<file path="config.mk">
export PLATFORM = sky130hd
export DESIGN_NAME = mavlink_frame_parser
export DESIGN_NICKNAME = d
export VERILOG_FILES = /design/src/mfp_pkg.sv /design/src/mfp_front.sv /design/src/mfp_queue.sv /design/src/mfp_back.sv /design/src/mavlink_frame_parser.sv
export SDC_FILE = /design/constraint.sdc
export NUM_CORES = 1
export LEC_CHECK = 0
export BUFFER_PORTS_ARGS = -buffer_cell sky130_fd_sc_hd__buf_2
export CAP_MARGIN = 0
export CELL_PAD_IN_SITES_DETAIL_PLACEMENT = 0
export CELL_PAD_IN_SITES_GLOBAL_PLACEMENT = 1
export CORE_MARGIN = 4
export CORE_UTILIZATION = 45
export CTS_CLUSTER_SIZE = 30
export DETAILED_ROUTE_END_ITERATION = 12
export GPL_TIMING_DRIVEN = 0
export PLACE_DENSITY_LB_ADDON = 0.15
export SLEW_MARGIN = 25
export SYNTH_ARGS = -nofsm -noshare
export SYNTH_HDL_FRONTEND = slang
export SYNTH_SLANG_ARGS = --single-unit
</file>
<file path="constraint.sdc">
create_clock -name clk_i -period 5.6 [get_ports clk_i]
set_input_delay 0.56 -clock clk_i [delete_from_list [all_inputs] [get_ports clk_i]]
set_output_delay 0.56 -clock clk_i [all_outputs]
set_load 0.02 [all_outputs]
</file>
<file path="src/mfp_pkg.sv">
`timescale 1ns / 1ps
package mfp_pkg;

  localparam logic [7:0]  START_V2    = 8'hFD;
  localparam logic [7:0]  START_V1    = 8'hFE;
  localparam int          HDR_DEPTH   = 9;
  localparam logic [3:0]  HDR_LEN_V2  = 4'd9;
  localparam logic [3:0]  HDR_LEN_V1  = 4'd5;
  localparam logic [7:0]  MAX_PAYLOAD = 8'd255;
  localparam logic [3:0]  SIG_BYTES   = 4'd13;
  localparam logic [15:0] CRC_INIT    = 16'hFFFF;

  localparam logic [23:0] RST_FIRST_ID     = 24'd0;
  localparam logic [7:0]  RST_FIRST_EXTRA  = 8'd50;
  localparam logic [23:0] RST_SECOND_ID    = 24'd253;
  localparam logic [7:0]  RST_SECOND_EXTRA = 8'd83;

  localparam int QDEPTH = 2;
  localparam int QPW    = (QDEPTH > 1) ? $clog2(QDEPTH) : 1;
  localparam int QCW    = $clog2(QDEPTH + 1);
  localparam logic [QPW-1:0] QPTR_LAST = QPW'(QDEPTH - 1);
  localparam logic [QPW-1:0] QPTR_ONE  = QPW'(1);
  localparam logic [QCW-1:0] QCNT_ONE  = QCW'(1);
  localparam logic [QCW-1:0] QCNT_FULL = QCW'(QDEPTH);

  localparam int TDATA_W = 72;

  typedef enum logic [2:0] {
    PH_WAIT,
    PH_HEADER,
    PH_PAYLOAD,
    PH_CRC1,
    PH_CRC2,
    PH_SIG
  } phase_e;

  typedef enum logic {
    KIND_PAYLOAD = 1'b0,
    KIND_REPORT  = 1'b1
  } kind_e;

  typedef enum logic [1:0] {
    ST_ACCEPTED     = 2'd0,
    ST_CRC_MISMATCH = 2'd1,
    ST_UNKNOWN_ID   = 2'd2
  } status_e;

  typedef enum logic [1:0] {
    CFG_FIRST_ID     = 2'd0,
    CFG_FIRST_EXTRA  = 2'd1,
    CFG_SECOND_ID    = 2'd2,
    CFG_SECOND_EXTRA = 2'd3
  } cfg_idx_e;

  // queue entry: one payload byte or one frame end awaiting its check
  typedef struct packed {
    kind_e       kind;
    logic [7:0]  data_byte;
    logic [7:0]  byte_index;
    logic        is_v2;
    logic [7:0]  sys_id;
    logic [7:0]  comp_id;
    logic [23:0] msg_id;
    logic [7:0]  length;
    logic [15:0] run_crc;
    logic [15:0] rx_crc;
  } mfp_item_t;

  typedef struct packed {
    kind_e       kind;
    logic [7:0]  data_byte;
    logic [7:0]  byte_index;
    status_e     status;
    logic        is_v2;
    logic [7:0]  sys_id;
    logic [7:0]  comp_id;
    logic [23:0] msg_id;
    logic [7:0]  length;
  } mfp_result_t;

  // X25 / MCRF4XX, one byte
  function automatic logic [15:0] crc_step(input logic [15:0] crc, input logic [7:0] b);
    logic [7:0] t;
    t = b ^ crc[7:0];
    t = t ^ {t[3:0], 4'b0000};
    return {8'h00, crc[15:8]} ^ {t, 8'h00} ^ {5'b00000, t, 3'b000} ^ {12'h000, t[7:4]};
  endfunction

endpackage

</file>
<file path="src/mfp_front.sv">
`timescale 1ns / 1ps
module mfp_front (
  input  logic               clk_i,
  input  logic               rst_ni,
  input  logic               accept_i,
  input  logic [7:0]         rx_byte_i,
  output logic               push_o,
  output mfp_pkg::mfp_item_t item_o
);
  import mfp_pkg::*;

  phase_e      phase_q, phase_d;
  logic [7:0]  hdr_q [HDR_DEPTH];
  logic        hdr_we;
  logic [3:0]  hpos_q, hpos_d;
  logic        v2_q, v2_d;
  logic        signed_q, signed_d;
  logic [7:0]  flen_q, flen_d;
  logic [7:0]  ppos_q, ppos_d;
  logic [15:0] crc_q, crc_d;
  logic [15:0] rcrc_q, rcrc_d;
  logic [3:0]  sig_q, sig_d;
  logic [3:0]  need;

  assign need = v2_q ? HDR_LEN_V2 : HDR_LEN_V1;

  always_comb begin
    phase_d  = phase_q;
    hpos_d   = hpos_q;
    v2_d     = v2_q;
    signed_d = signed_q;
    flen_d   = flen_q;
    ppos_d   = ppos_q;
    crc_d    = crc_q;
    rcrc_d   = rcrc_q;
    sig_d    = sig_q;
    hdr_we   = 1'b0;
    push_o   = 1'b0;

    if (accept_i) begin
      case (phase_q)
        PH_WAIT: begin
          if (rx_byte_i == START_V2 || rx_byte_i == START_V1) begin
            v2_d    = (rx_byte_i == START_V2);
            hpos_d  = 4'd0;
            crc_d   = CRC_INIT;
            phase_d = PH_HEADER;
          end
        end
        PH_HEADER: begin
          hdr_we = (hpos_q < 4'(HDR_DEPTH));
          crc_d  = crc_step(crc_q, rx_byte_i);
          hpos_d = hpos_q + 4'd1;
          if (hpos_d >= need) begin
            flen_d = hdr_q[0];
            ppos_d = 8'd0;
            if (hdr_q[0] > MAX_PAYLOAD) begin
              phase_d  = PH_WAIT;
              hpos_d   = 4'd0;
              ppos_d   = 8'd0;
              flen_d   = 8'd0;
              sig_d    = 4'd0;
              signed_d = 1'b0;
              v2_d     = 1'b0;
            end else begin
              signed_d = v2_q & hdr_q[1][0];
              phase_d  = (hdr_q[0] != 8'd0) ? PH_PAYLOAD : PH_CRC1;
            end
          end
        end
        PH_PAYLOAD: begin
          push_o = 1'b1;
          crc_d  = crc_step(crc_q, rx_byte_i);
          ppos_d = ppos_q + 8'd1;
          if (ppos_d == flen_q) begin
            phase_d = PH_CRC1;
          end
        end
        PH_CRC1: begin
          rcrc_d  = {8'h00, rx_byte_i};
          phase_d = PH_CRC2;
        end
        PH_CRC2: begin
          rcrc_d = {rx_byte_i, rcrc_q[7:0]};
          if (v2_q && signed_q) begin
            sig_d   = 4'd0;
            phase_d = PH_SIG;
          end else begin
            phase_d = PH_WAIT;
            push_o  = 1'b1;
          end
        end
        PH_SIG: begin
          sig_d = sig_q + 4'd1;
          if (sig_d == SIG_BYTES) begin
            phase_d = PH_WAIT;
            push_o  = 1'b1;
          end
        end
        default: begin
          phase_d  = PH_WAIT;
          hpos_d   = 4'd0;
          ppos_d   = 8'd0;
          flen_d   = 8'd0;
          sig_d    = 4'd0;
          signed_d = 1'b0;
          v2_d     = 1'b0;
        end
      endcase
    end
  end

  always_comb begin
    item_o = '0;
    if (phase_q == PH_PAYLOAD) begin
      item_o.kind       = KIND_PAYLOAD;
      item_o.data_byte  = rx_byte_i;
      item_o.byte_index = ppos_q;
    end else begin
      item_o.kind    = KIND_REPORT;
      item_o.is_v2   = v2_q;
      item_o.length  = flen_q;
      item_o.run_crc = crc_q;
      item_o.rx_crc  = rcrc_d;
      if (v2_q) begin
        item_o.sys_id  = hdr_q[4];
        item_o.comp_id = hdr_q[5];
        item_o.msg_id  = {hdr_q[8], hdr_q[7], hdr_q[6]};
      end else begin
        item_o.sys_id  = hdr_q[2];
        item_o.comp_id = hdr_q[3];
        item_o.msg_id  = {16'h0000, hdr_q[4]};
      end
    end
  end

  always_ff @(posedge clk_i or negedge rst_ni) begin
    if (!rst_ni) begin
      phase_q  <= PH_WAIT;
      hpos_q   <= 4'd0;
      v2_q     <= 1'b0;
      signed_q <= 1'b0;
      flen_q   <= 8'd0;
      ppos_q   <= 8'd0;
      crc_q    <= CRC_INIT;
      rcrc_q   <= 16'h0000;
      sig_q    <= 4'd0;
    end else begin
      phase_q  <= phase_d;
      hpos_q   <= hpos_d;
      v2_q     <= v2_d;
      signed_q <= signed_d;
      flen_q   <= flen_d;
      ppos_q   <= ppos_d;
      crc_q    <= crc_d;
      rcrc_q   <= rcrc_d;
      sig_q    <= sig_d;
    end
  end

  always_ff @(posedge clk_i) begin
    if (hdr_we) begin
      hdr_q[hpos_q] <= rx_byte_i;
    end
  end

endmodule

</file>
<file path="src/mfp_queue.sv">
`timescale 1ns / 1ps
module mfp_queue (
  input  logic               clk_i,
  input  logic               rst_ni,
  input  logic               push_i,
  input  mfp_pkg::mfp_item_t push_item_i,
  input  logic               pop_i,
  output mfp_pkg::mfp_item_t head_o,
  output logic               empty_o,
  output logic               full_o
);
  import mfp_pkg::*;

  mfp_item_t       mem_q [QDEPTH];
  logic [QPW-1:0]  wptr_q, wptr_d;
  logic [QPW-1:0]  rptr_q, rptr_d;
  logic [QCW-1:0]  count_q, count_d;

  assign empty_o = (count_q == '0);
  assign full_o  = (count_q == QCNT_FULL);
  assign head_o  = mem_q[rptr_q];

  always_comb begin
    wptr_d  = wptr_q;
    rptr_d  = rptr_q;
    count_d = count_q;
    if (push_i) begin
      wptr_d = (wptr_q == QPTR_LAST) ? '0 : wptr_q + QPTR_ONE;
    end
    if (pop_i) begin
      rptr_d = (rptr_q == QPTR_LAST) ? '0 : rptr_q + QPTR_ONE;
    end
    if (push_i && !pop_i) begin
      count_d = count_q + QCNT_ONE;
    end else if (pop_i && !push_i) begin
      count_d = count_q - QCNT_ONE;
    end
  end

  always_ff @(posedge clk_i or negedge rst_ni) begin
    if (!rst_ni) begin
      wptr_q  <= '0;
      rptr_q  <= '0;
      count_q <= '0;
    end else begin
      wptr_q  <= wptr_d;
      rptr_q  <= rptr_d;
      count_q <= count_d;
    end
  end

  always_ff @(posedge clk_i) begin
    if (push_i) begin
      mem_q[wptr_q] <= push_item_i;
    end
  end

`ifndef SYNTHESIS
  a_count_range: assert property (@(posedge clk_i) disable iff (!rst_ni)
    count_q <= QCNT_FULL) else $error("queue count out of range");
  a_no_overflow: assert property (@(posedge clk_i) disable iff (!rst_ni)
    push_i |-> !full_o) else $error("push into full queue");
  a_no_underflow: assert property (@(posedge clk_i) disable iff (!rst_ni)
    pop_i |-> !empty_o) else $error("pop from empty queue");
  a_count_up: assert property (@(posedge clk_i) disable iff (!rst_ni)
    push_i && !pop_i |=> count_q == $past(count_q) + QCNT_ONE)
    else $error("queue count did not advance");
`endif

endmodule

</file>
<file path="src/mfp_back.sv">
`timescale 1ns / 1ps
module mfp_back (
  input  logic                 clk_i,
  input  logic                 rst_ni,
  input  logic                 cfg_valid_i,
  input  logic [1:0]           cfg_index_i,
  input  logic [23:0]          cfg_data_i,
  input  mfp_pkg::mfp_item_t   head_i,
  input  logic                 empty_i,
  output logic                 pop_o,
  output logic                 out_valid_o,
  input  logic                 out_ready_i,
  output mfp_pkg::mfp_result_t out_o
);
  import mfp_pkg::*;

  logic [23:0] first_id_q;
  logic [7:0]  first_extra_q;
  logic [23:0] second_id_q;
  logic [7:0]  second_extra_q;
  logic        valid_q, valid_d;
  mfp_result_t res_q, res_d;
  logic        known;
  logic [7:0]  extra;

  always_comb begin
    known = 1'b1;
    extra = first_extra_q;
    if (head_i.msg_id == first_id_q) begin
      extra = first_extra_q;
    end else if (head_i.msg_id == second_id_q) begin
      extra = second_extra_q;
    end else begin
      known = 1'b0;
    end
  end

  assign pop_o = !empty_i && (!valid_q || out_ready_i);

  always_comb begin
    valid_d = valid_q;
    res_d   = res_q;
    if (pop_o) begin
      valid_d          = 1'b1;
      res_d.kind       = head_i.kind;
      res_d.data_byte  = head_i.data_byte;
      res_d.byte_index = head_i.byte_index;
      res_d.is_v2      = head_i.is_v2;
      res_d.sys_id     = head_i.sys_id;
      res_d.comp_id    = head_i.comp_id;
      res_d.msg_id     = head_i.msg_id;
      res_d.length     = head_i.length;
      if (head_i.kind == KIND_PAYLOAD) begin
        res_d.status = ST_ACCEPTED;
      end else if (!known) begin
        res_d.status = ST_UNKNOWN_ID;
      end else if (crc_step(head_i.run_crc, extra) == head_i.rx_crc) begin
        res_d.status = ST_ACCEPTED;
      end else begin
        res_d.status = ST_CRC_MISMATCH;
      end
    end else if (out_ready_i) begin
      valid_d = 1'b0;
    end
  end

  assign out_valid_o = valid_q;
  assign out_o       = res_q;

  always_ff @(posedge clk_i or negedge rst_ni) begin
    if (!rst_ni) begin
      valid_q        <= 1'b0;
      first_id_q     <= RST_FIRST_ID;
      first_extra_q  <= RST_FIRST_EXTRA;
      second_id_q    <= RST_SECOND_ID;
      second_extra_q <= RST_SECOND_EXTRA;
    end else begin
      valid_q <= valid_d;
      if (cfg_valid_i) begin
        case (cfg_idx_e'(cfg_index_i))
          CFG_FIRST_ID:     first_id_q     <= cfg_data_i;
          CFG_FIRST_EXTRA:  first_extra_q  <= cfg_data_i[7:0];
          CFG_SECOND_ID:    second_id_q    <= cfg_data_i;
          CFG_SECOND_EXTRA: second_extra_q <= cfg_data_i[7:0];
          default: ;
        endcase
      end
    end
  end

  always_ff @(posedge clk_i) begin
    res_q <= res_d;
  end

endmodule

</file>
<file path="src/mavlink_frame_parser.sv">
`timescale 1ns / 1ps
// MAVLink v1/v2 frame parser.
// s_axis: one received serial byte per transfer (tdata[7:0]).
// m_axis: one item per payload byte and one report per frame end;
//   tuser = item kind (0 payload byte, 1 frame end report).
// cfg: register writes (index 0..3: first id, first crc extra, second id,
//   second crc extra); always ready; to be written by the user only while
//   the block is idle, which the block itself does not enforce.
// Throughput: one byte per cycle while the queue is not full. A parser
// front end feeds a two-entry queue; the back end checks message id and
// CRC extra byte and holds the result in an output register. m_axis
// tvalid rises for an item once it reaches the output register.
// When the receiver stalls, the queue and output register fill and s_axis
// tready drops; nothing is lost. Payload bytes of a frame must be buffered
// by the consumer until the report gives the frame status.
// Reset: parser hunts for a start byte, queue and output are empty, the
// id registers take their defaults. No clearing pass is needed.
module mavlink_frame_parser (
  input  logic                        clk_i,
  input  logic                        rst_ni,
  input  logic                        s_axis_tvalid,
  output logic                        s_axis_tready,
  input  logic [7:0]                  s_axis_tdata,   // [7:0] rx_byte
  output logic                        m_axis_tvalid,
  input  logic                        m_axis_tready,
  // [7:0] data_byte, [15:8] byte_index, [17:16] frame_status,
  // [18] is_version_two, [26:19] sys_id, [34:27] comp_id,
  // [58:35] msg_id, [66:59] payload_length, [71:67] zero
  output logic [mfp_pkg::TDATA_W-1:0] m_axis_tdata,
  output logic                        m_axis_tuser,   // [0] item_kind
  input  logic                        cfg_valid_i,
  output logic                        cfg_ready_o,
  input  logic [1:0]                  cfg_index_i,
  input  logic [23:0]                 cfg_data_i
);
  import mfp_pkg::*;

  logic        accept;
  logic        push;
  logic        pop;
  logic        q_empty;
  logic        q_full;
  mfp_item_t   push_item;
  mfp_item_t   head;
  mfp_result_t res;

  assign s_axis_tready = !q_full;
  assign accept        = s_axis_tvalid && s_axis_tready;
  assign cfg_ready_o   = 1'b1;

  mfp_front u_front (
    .clk_i     (clk_i),
    .rst_ni    (rst_ni),
    .accept_i  (accept),
    .rx_byte_i (s_axis_tdata),
    .push_o    (push),
    .item_o    (push_item)
  );

  mfp_queue u_queue (
    .clk_i       (clk_i),
    .rst_ni      (rst_ni),
    .push_i      (push),
    .push_item_i (push_item),
    .pop_i       (pop),
    .head_o      (head),
    .empty_o     (q_empty),
    .full_o      (q_full)
  );

  mfp_back u_back (
    .clk_i       (clk_i),
    .rst_ni      (rst_ni),
    .cfg_valid_i (cfg_valid_i),
    .cfg_index_i (cfg_index_i),
    .cfg_data_i  (cfg_data_i),
    .head_i      (head),
    .empty_i     (q_empty),
    .pop_o       (pop),
    .out_valid_o (m_axis_tvalid),
    .out_ready_i (m_axis_tready),
    .out_o       (res)
  );

  assign m_axis_tuser = res.kind;
  assign m_axis_tdata = {5'b00000, res.length, res.msg_id, res.comp_id, res.sys_id,
                         res.is_v2, res.status, res.byte_index, res.data_byte};

endmodule
</file>
==> impl_results.md, run 1 <==
- Clk_skew: 0.02362 ns
- Setup-failing EPs final: 0
- Top post-synthesis cells by area: edfxtp_1 (51%), dfrtp_1 (13%), mux2_2 (7.0%)
- Antenna-violating nets left: 0
- Inserted Diodes: 0
- Crit path top cell by count: buf_6
- Core Area: 42130 sq um
- # rows: 75
- DRT Wirelength: around 41000 microns
- CTS buffer count: 49
- Resized cells post-CTS: 0
- CTS H-tree depth: 2
- Clock latency on the worst-skew pair: 0.57 ns
- Final Cycle Share: 0.8414
- Worst setup SP type: flip-flop
- Worst-case reg-to-reg path depth: 14
- CP endpoint kind: flip-flop
- Slew Viols, Final: 0
- CP max stage delay: 0.68 ns
- Hold_sp: cfg_data_i[20]
- Most used DFF post-synth: edfxtp_1
- Setup_tns: 0 ns
- Starting density of the core: 0.4566
- Root Buffer: clkbuf_16
- Vias per cell: 5.145
- Status: complete, no violations
- Critical Path Fanout Max: 10
- Reg2reg setup slack: between 0.8 and 0.9 ns
- Die Span X: 214.8 microns
- Pre-antenna DRT Iters: 5
- Leak Pwr: 8.353 nW
- GRT Total Usage: 0.1772
- Buf/Inv on CP: 3
- Clk slew on worst S/H paths: 0.06 ns
- Post-synthesis cell area: 19240 sq um
- Reg2Reg Capture Point: u_back.out_o[49]
- Clk buf depth: 3
- Reg area: 13170 sq um
- Worst r2r src: u_queue.rptr_q
- Port Buffers: 108
- Die area: 46120 sq um
- GRT overflow: 0
- # clock sinks: 459
- Yosys top cell by area: edfxtp_1
- Cells after Synth: 1286
- Sequential element share of the synthesized area: 0.6846
- Synth Register Bits: 459
- Die Ht: 214.8 microns
- Multi-input logic area: 5708 sq um
- Fmax: about 210 MHz
- Via count: 10480
- Most frequent cells in the layout: edfxtp_1 (329), mux2_2 (120), buf_2 (110)
- Yosys warning total: 0
- Layout cells sized above 1: 0.2492
- RSZ-0062 raised after global routing: false
- Max IR drop VDD: 0.0003294 V
- Req. time, crit path: 5.87 ns
- Worst Path Arrival: 4.98 ns
- Dpl cell area: between 20000 and 25000 sq um
- Nets: about 1500
- Number of flops mapped to enable cells by yosys: 329
- DRC viols: 0
- Largest net degree at the start of global routing: 70
- Final hold vios: 0
- Worst Hold End: u_back.second_id_q[20]
- Post-route minimum period: 4.712 ns
- Max-cap violations: 0
- First-pass GRT wire length: 63140 microns
- Commonest non-fill, non-tap cell in the layout: edfxtp_1
- GP Congestion: between 0.8 and 0.9
- WL/cell: 20.11 microns
- Hpwl dp: about 28000 microns
- Chain of cells forming the critical path: buf_6 -> buf_6 -> mux2i_1 -> xor2_1 -> nand4_1 -> nor4_2 -> and4_1 -> buf_2 -> nor3_1 -> nor4bb_1 -> a21oi_1 -> or4_1 -> a22oi_1 -> a31oi_1
- Area grow syn2layout: 15.47%
- Vias in the first global route: around 11000
- Relative slew slack: 0.3171
- Worst Hold Depth: 2
- Pwr Density: 522.7 nW/um^2
- Post-synth top area share: 0.5136
- CP top delay family: simple AND/OR/NAND/NOR gates
- Ports: 115
- Design area: between 20000 and 25000 sq um
- CTS tree: done
- Synth unique cells: 64
- Mean post-synth cell area: between 10 and 15 sq um
- Drt initial violations: 668
- CP max stage cell: mux2i_1
- Initial antenna violation count: 2
- Async set-reset flop share out of synthesis: 0.2832
- HP Class: input port to flip-flop
- Least-Margin Pin Slew: 1.022 ns
- Fillcell total: 3504
- Postcts setup bufs: 0
- Setup CP Type: flip-flop to flip-flop
synth_stat cells, drive strengths merged (31+ instances only):
library cell  number
and2              67
dfrtp            100
nor2              85
inv               39
mux2             120
edfxtp           329
o21ai             37
xnor2             76
mux2i             63
clkbuf            31
nand2             32
xor2              46
a21oi             35
power breakdown:
part	switching [mW]	leakage [nW]	internal, mW
sequential	0.325	4.61	4.75
combinational	2.15	3.02	1.41
clock	1.27	0.721	1.71
total	3.75	8.35	7.87
worst reg2reg max path, stage by stage (launching register included):
cell and delay [ns]:
dfrtp_1 0.34, buf_6 0.11, buf_6 0.17, mux2i_1 0.68
xor2_1 0.29, nand4_1 0.14, nor4_2 0.44, and4_1 0.30
buf_2 0.23, nor3_1 0.09, nor4bb_1 0.66, a21oi_1 0.15
or4_1 0.53, a22oi_1 0.16, a31oi_1 0.12
stage by stage:
stage / std cells / setup WS, ns / hold WS [ns] / utilization / power [mW]
2_1_floorplan: 1290 / 1.174 / 0.2644 / - / 7.584
3_3_place_gp: 1937 / -0.9332 / 0.4756 / 0.4858 / 8.659
3_5_place_dp: 1947 / 0.8773 / 0.4773 / 0.4922 / 8.760
4_1_cts: 2036 / 0.8442 / 0.2027 / 0.5272 / 11.79
5_1_grt: 2036 / 0.5861 / 0.2092 / 0.5272 / 12.30
6_report: 2036 / 0.8884 / 0.2336 / 0.5272 / 11.61
routing by layer:
metal  global-route usage  wire, microns  part of all wire  vias to the layer above
li1                     -              -                 -                     5034
met1               0.2476          19080              0.47                     5239
met2               0.2929          19810              0.48                      146
met3              0.02599           1253             0.031                       57
met4              0.04884            812             0.020                        0
met5                    0              0                 0                        -
flip-flops by register name, summed over array words and instances (netlist names), 2 cells and up:
register               cells
u_front.hdr_q             65
u_back.first_extra_q       8
u_front.sig_q              4
u_back.first_id_q         24
u_front.crc_q             16
u_queue.mem_q            196
u_back.out_o              68
u_front.flen_q             8
u_front.hpos_q             4
u_front.ppos_q             8
u_front.rcrc_q            16
u_back.second_id_q        24
u_back.second_extra_q      8
u_queue.count_q            2
u_front.phase_q            3
kinds of logic (layout without fill, tap and decap cells):
logic type,count (synthesis),count (layout),synth area share
buf+inv,89,296,0.02075
mux,183,183,0.1067
simple gates,291,291,0.08085
compound gates,128,128,0.04280
other cells,2,6,0.0003904
xor+xnor,123,123,0.05672
flops,459,459,0.6846
fa+ha+maj,11,11,0.007154
area by class of cell:
class                   count  share of cell area
plain buffers              49             0.01121
inverters                  40            0.006872
well taps                 539             0.03036
clock inverters            26            0.008167
repair buffers            119             0.03571
flip-flops and latches    459              0.5929
clock buffers              62             0.05785
multi-input cells         742              0.2570
worst max-delay path by stage:
| stage | from | to | slack, ns | cells after the start |
|---|---|---|---|---|
| 3_3_place_gp | u_front.phase_q[0] | u_queue.mem_q[0][67] | -0.93 | 6 |
| 2_1_floorplan | u_front.sig_q[0] | u_queue.mem_q[0][0] | 1.17 | 8 |
| 5_1_grt | u_queue.rptr_q | u_back.out_o[49] | 0.59 | 14 |
| 6_report | u_queue.rptr_q | u_back.out_o[49] | 0.89 | 14 |
| 4_1_cts | u_queue.rptr_q | u_back.out_o[49] | 0.84 | 14 |
| 3_5_place_dp | u_queue.rptr_q | u_back.out_o[49] | 0.88 | 14 |
repair_timing:
item | CTS | global route
hold buffers | 1 | 0
setup endpoints to repair | 0 | 0
hold endpoints to repair | 47 | 0
(Power assumes the default switching activity.)
==> run 2, diff against run 1 <==
- ABC_AREA: not set -> 1
- CORE_UTILIZATION: 45 -> 44
- clock period: 5.6 -> 4.2 ns (I/O delays scaled with it)
==> impl_results.md, run 2 <==
- Resized cells post-CTS: 0 (unchanged)
- Most frequent cells in the layout: nand2_1 (589), edfxtp_1 (329), inv_1 (221)
- Die Span X: 220.6 microns (+2.7%)
- Slew Viols, Final: 0 (unchanged)
- Die area: 48650 sq um (+5.5%)
- Core Area: 44410 sq um (+5.4%)
- DRC viols: 0 (unchanged)
- Vias per cell: 4.900 (-4.8%)
- Final hold vios: 0 (unchanged)
- WL/cell: 17.15 microns (-15%)
- Cells after Synth: 1931 (+50%)
- Layout cells sized above 1: 0.1403 (-0.1088)
- Drt initial violations: 928 (+39%)
- # rows: 77 (+2.7%)
- Clk buf depth: 3 (unchanged)
- Initial antenna violation count: 0 (-2)
- Worst Hold Depth: 2 (unchanged)
- Pre-antenna DRT Iters: 7 (+2)
- Async set-reset flop share out of synthesis: 0.2832 (unchanged)
- Starting density of the core: 0.4476 (-0.008955)
- # clock sinks: 459 (unchanged)
- Post-synthesis cell area: 19880 sq um (+3.3%)
- Via count: 13450 (+28%)
- First-pass GRT wire length: 73750 microns (+17%)
- Hold_sp: m_axis_tready
- Setup CP Type: flip-flop to flip-flop
- Worst Slack Setup Final: 0.6436 ns (-0.2448 ns)
- Clock latency on the worst-skew pair: 0.58 ns (about the same)
- Final Non-Filler Cells: 2744 (+35%)
- GRT overflow: 0 (unchanged)
- Clk_skew: 0.02054 ns (-0.003077 ns)
- Antenna-violating nets left: 0 (unchanged)
- Hpwl dp: 32910 microns (+19%)
- Port Buffers: 108 (unchanged)
- Finished Core Util: 0.5228 (-0.004383)
- Max IR drop VDD: 0.0003948 V (+20%)
- Synth Register Bits: 459 (unchanged)
- Die Ht: 220.6 microns (+2.7%)
- Top post-synthesis cells by area: edfxtp_1 (50%), dfrtp_1 (13%), nand2_1 (11%)
- Worst setup SP type: flip-flop
- Postcts setup bufs: 0 (unchanged)
- Clk slew on worst S/H paths: 0.06 ns (about the same)
- Number of flops mapped to enable cells by yosys: 329 (unchanged)
- Relative slew slack: 0.3508 (+0.03376)
- Area grow syn2layout: 16.80%
- Largest reg by FF count: u_queue.mem_q
- Critical Path Fanout Max: 10 (unchanged)
- Sequential element share of the synthesized area: 0.6625 (-0.02215)
- Nets: 2161 (+43%)
- Setup-failing EPs final: 0 (unchanged)
- Status: complete, no violations
- DP Cell Count: 2650 (+36%)
- Power Total: 16.31 mW (+40%)
- Synth top cells by count: nand2_1 (589), edfxtp_1 (329), inv_1 (221)
- Req. time, crit path: 4.54 ns (-1.33 ns)
- Commonest non-fill, non-tap cell in the layout: nand2_1
- Post-synth top area share: 0.4969 (-0.01661)
- CP endpoint kind: flip-flop
- Count leader, synth: nand2_1
- Reg2Reg Capture Point: u_back.out_o[49]
- GP Congestion: 0.8454 (+2.9%)
- Max FFs per register: 196 (unchanged)
- RSZ-0062 raised after global routing: false
- Yosys top cell by area: edfxtp_1
- Fmax: 281.2 MHz (+32%)
- Reg2reg setup slack: 0.64 ns (-0.24 ns)
- Pre-CTS setup slack: 0.6069 ns (-0.2704 ns)
- Inserted Diodes: 0 (unchanged)
- Leak Pwr: 10.05 nW (+20%)
- Root Buffer: clkbuf_16
- CTS H-tree depth: 2 (unchanged)
- Post-route minimum period: 3.556 ns (-1.155 ns)
- Least-Margin Pin Slew: 0.9636 ns (-0.05861 ns)
- DRT Wirelength: 47060 microns (+15%)
- Synth unique cells: 40 (-38%)
- Vias in the first global route: 13040 (+24%)
- Pwr Density: 702.3 nW/um^2 (+34%)
- Largest net degree at the start of global routing: 69 (-1.4%)
- Worst Path Arrival: 3.89 ns (-1.09 ns)
- Ports: 115 (unchanged)
- Yosys warning total: 0 (unchanged)
- GRT Total Usage: 0.1965 (+0.01932)
- HP Class: input port to flip-flop
- Dpl cell area: 21570 sq um (+4.0%)
- Worst r2r src: u_queue.rptr_q
- Max-cap violations: 0 (unchanged)
- Worst-case reg-to-reg path depth: 12 (-2)
- Mean post-synth cell area: 10.30 sq um (-31%)
- Design area: 23220 sq um (+4.5%)
- CTS buffer count: 50 (+2.0%)
- Fillcell total: 3958 (+13%)
- Most used DFF post-synth: edfxtp_1
- Hold-fix buffers, CTS: 1 (unchanged)
- CTS tree: done
- Worst Hold End: u_back.out_valid_o
- Final Cycle Share: 0.8468 (+0.005404)
## run 2: worst max-delay path by stage
| stage | cells after the start | startpoint | endpoint | slack (ns) |
|---|---|---|---|---|
| after detailed placement | 12 | u_queue.rptr_q | u_back.out_o[49] | 0.61 |
| after floorplan | 7 | u_front.sig_q[0] | u_queue.mem_q[1][0] | -0.16 |
| after CTS | 12 | u_queue.rptr_q | u_back.out_o[49] | 0.58 |
| after global placement | 7 | u_front.phase_q[0] | u_queue.mem_q[1][59] | -2.11 |
| after global routing | 12 | u_queue.rptr_q | u_back.out_o[49] | 0.37 |
| final | 12 | u_queue.rptr_q | u_back.out_o[49] | 0.64 |
## run 2: per-layer routing
metal,share of wire,track usage,wire [microns]
met5,0,0,0
met4,0.022,0.05430,1053
met3,0.041,0.02843,1934
met2,0.48,0.3271,22570
met1,0.46,0.2722,21510
## run 2: kinds of logic after synthesis
logic type,synth area share
AOI/OAI and AO/OA,0.04947
adders and majority gates,0.006923
DFF,0.6625
and+or+nand+nor,0.1971
muxes,0.003525
xor gates and xnor gates,0.02247
other,0.0003778
buffers and inverters,0.05771
## run 2: per-stage QoR
step | hold slack [ns] | setup TNS (ns)
after CTS | 0.01490 | 0
after global placement | 0.4481 | -414.70
after global routing | 0.03256 | 0
after detailed placement | 0.4030 | 0
after floorplan | 0.1244 | -28.84
final | 0.04904 | 0
## run 2: worst max-delay path, cell delays in order, from the launching register on
cell and delay (ns):
dfrtp_1 0.39, buf_6 0.16, buf_6 0.16, clkbuf_1 0.38, buf_1 0.47, buf_1 0.77
mux2i_1 0.39, nand3b_1 0.15, nand2_1 0.05, nor2_1 0.13, nand3_1 0.12, nand2_1 0.07
inv_1 0.04
## run 2: where the power goes
part | internal (mW) | switching, mW | leakage (nW)
sequential | 6.33 | 0.393 | 4.65
clock | 2.54 | 1.77 | 0.790
combinational | 1.65 | 3.63 | 4.62
total | 10.5 | 5.79 | 10.1
## run 2: layout make-up
cell class,instances,area (sq um),area share
Clock buffer,68,1370,0.05900
Inverter,225,844.6,0.03637
Tap cell,592,740.7,0.03190
Buffer,62,302.8,0.01304
Clock inverter,25,249.0,0.01072
Sequential cell,459,13170,0.5672
Timing Repair Buffer,124,888.4,0.03826
Multi-Input combinational cell,1189,5655,0.2435
==> run 3, diff against run 2 <==
- CORE_UTILIZATION: 44 -> 45
- clock period: 4.2 -> 3.29 ns (I/O delays scaled with it)
==> impl_results.md, run 3 (synthesis results as in run 2) <==
- CP endpoint kind: flip-flop
- Req. time, crit path: 3.62 ns (-0.92 ns)
- Critical Path Fanout Max: 10 (unchanged)
- Design area: 23320 sq um (+0.44%)
- Fmax: 312.9 MHz (+11%)
- Clk slew on worst S/H paths: 0.06 ns (about the same)
- Relative slew slack: 0.4481 (+0.09721)
- Initial antenna violation count: 0 (unchanged)
- Clock latency on the worst-skew pair: 0.58 ns (about the same)
- Least-Margin Pin Slew: 0.8193 ns (-0.1443 ns)
- Commonest non-fill, non-tap cell in the layout: nand2_1
- CTS buffer count: 50 (unchanged)
- Vias per cell: 4.922 (+0.45%)
- Final Cycle Share: 0.9714 (+0.1246)
- # rows: 76 (-1.3%)
- Hpwl dp: 32940 microns (about the same)
- Ports: 115 (unchanged)
- Setup-failing EPs final: 0 (unchanged)
- GP Congestion: 0.8309 (-1.7%)
- Vias in the first global route: 13200 (+1.2%)
- GRT Total Usage: 0.1999 (+0.003432)
- Inserted Diodes: 0 (unchanged)
- Via count: 13500 (+0.38%)
- WL/cell: 17.21 microns (+0.33%)
- Dpl cell area: 21570 sq um (about the same)
- Reg2reg setup slack: 0.09 ns (-0.55 ns)
- Setup CP Type: flip-flop to flip-flop
- Layout cells sized above 1: 0.1502 (+0.009874)
- DRT Wirelength: 47190 microns (+0.26%)
- GRT overflow: 0 (unchanged)
- Core Area: 43360 sq um (-2.4%)
- Max FFs per register: 196 (unchanged)
- # clock sinks: 459 (unchanged)
- Clk_skew: 0.01477 ns (-0.005772 ns)
- Largest reg by FF count: u_queue.mem_q
- Hold Slack: 0.02263 ns (-0.02641 ns)
- CTS tree: done
- Leak Pwr: 10.09 nW (+0.34%)
- Worst Hold Depth: 3 (+1)
- Pwr Density: 892.4 nW/um^2 (+27%)
- Most frequent cells in the layout: nand2_1 (580), edfxtp_1 (329), inv_1 (221)
- Fillcell total: 3911 (-1.2%)
- Status: complete, no violations
- Max-cap violations: 0 (unchanged)
- Max IR drop VDD: 0.0007124 V (+80%)
- Antenna-violating nets left: 0 (unchanged)
- Die area: 47600 sq um (-2.1%)
- Area grow syn2layout: 17.32%
- CTS H-tree depth: 2 (unchanged)
- Final hold vios: 0 (unchanged)
- Worst Path Arrival: 3.53 ns (-0.36 ns)
- DRC viols: 0 (unchanged)
- Starting density of the core: 0.4585 (+0.01086)
- RSZ-0062 raised after global routing: true
- Clk buf depth: 3 (unchanged)
- Root Buffer: clkbuf_16
- Slew Viols, Final: 0 (unchanged)
- Die Span X: 218.2 microns (-1.1%)
- Pre-antenna DRT Iters: 5 (-2)
- Post-route minimum period: 3.196 ns (-0.3606 ns)
- Drt initial violations: 1000 (+7.8%)
- HP Class: input port to flip-flop
- Finished Core Util: 0.5379 (+0.01505)
- Die Ht: 218.2 microns (-1.1%)
- Largest net degree at the start of global routing: 80 (+16%)
- Worst setup SP type: flip-flop
- Worst-case reg-to-reg path depth: 24 (+12)
- First-pass GRT wire length: 74060 microns (+0.42%)
- Nets: 2166 (+0.23%)
- Port Buffers: 108 (unchanged)
- Power Total: 20.81 mW (+28%)
run 3: final timing paths:
check | startpoint | endpoint
max | u_queue.rptr_q | u_back.out_o[49]
min | cfg_data_i[19] | u_back.first_id_q[19]
max reg2reg | u_queue.rptr_q | u_back.out_o[49]
min reg2reg | u_front.rcrc_q[3] | u_front.rcrc_q[3]
max in group asynchronous | rst_ni | u_front.crc_q[0]
min in group asynchronous | rst_ni | u_back.second_id_q[21]
run 3: metal layers:
metal,vias to the layer above,global-route usage,part of all wire
met1,6398,0.2713,0.44
met4,0,0.05856,0.027
met2,301,0.3347,0.49
li1,6719,-,-
met3,78,0.03268,0.048
met5,-,0,0
run 3: final cells by class:
type,count,area (sq um),area share
Timing Repair Buffer,129,950.9,0.04077
Inverter,225,848.3,0.03637
Tap cell,585,732.0,0.03138
Multi-Input combinational cell,1189,5700,0.2444
Buffer,62,321.6,0.01379
Sequential cell,459,13170,0.5647
Clock buffer,76,1501,0.06437
Clock inverter,17,98.84,0.004238
run 3: power breakdown:
group	total [mW]	leakage [nW]	switching [mW]	internal [mW]
logic	6.84	4.66	4.67	2.17
clock network	5.39	0.781	2.24	3.15
registers	8.59	4.65	0.500	8.09
run 3: repair_timing:
action / in CTS / in global routing
pin swaps: 1 / 2
setup buffers: 2 / 2
endpoints found under the setup margin: 30 / 32
hold buffers: 3 / 0
gates resized for setup: 6 / 18
hold endpoints to repair: 54 / 0
run 3: metrics by stage:
step                      std cells  setup TNS, ns  setup slack [ns]
after CTS                      2740       -0.03901          -0.03901
after global placement         2628        -597.04            -2.967
after global routing           2742        -0.1668           -0.1668
after detailed placement       2642         -2.317           -0.2537
after floorplan                1935        -208.05            -1.067
final                          2742              0           0.09426
run 3: critical path: stages, from the launching register on:
cell	delay, ns
dfrtp_1	0.41
inv_2	0.13
buf_6	0.16
nand2_1	0.13
nand2_2	0.13
nand2_1	0.05
nand2_1	0.06
nand2_1	0.06
nor2_2	0.17
nand3_2	0.15
nor2_8	0.20
nand2_4	0.10
buf_6	0.15
nand2_1	0.07
nand3_1	0.09
nand2_2	0.14
nand2_1	0.12
nand3_1	0.11
nand2_1	0.06
nor2_1	0.10
nand2_1	0.06
nor2_1	0.09
nand3_1	0.10
nand2_1	0.07
inv_1	0.04
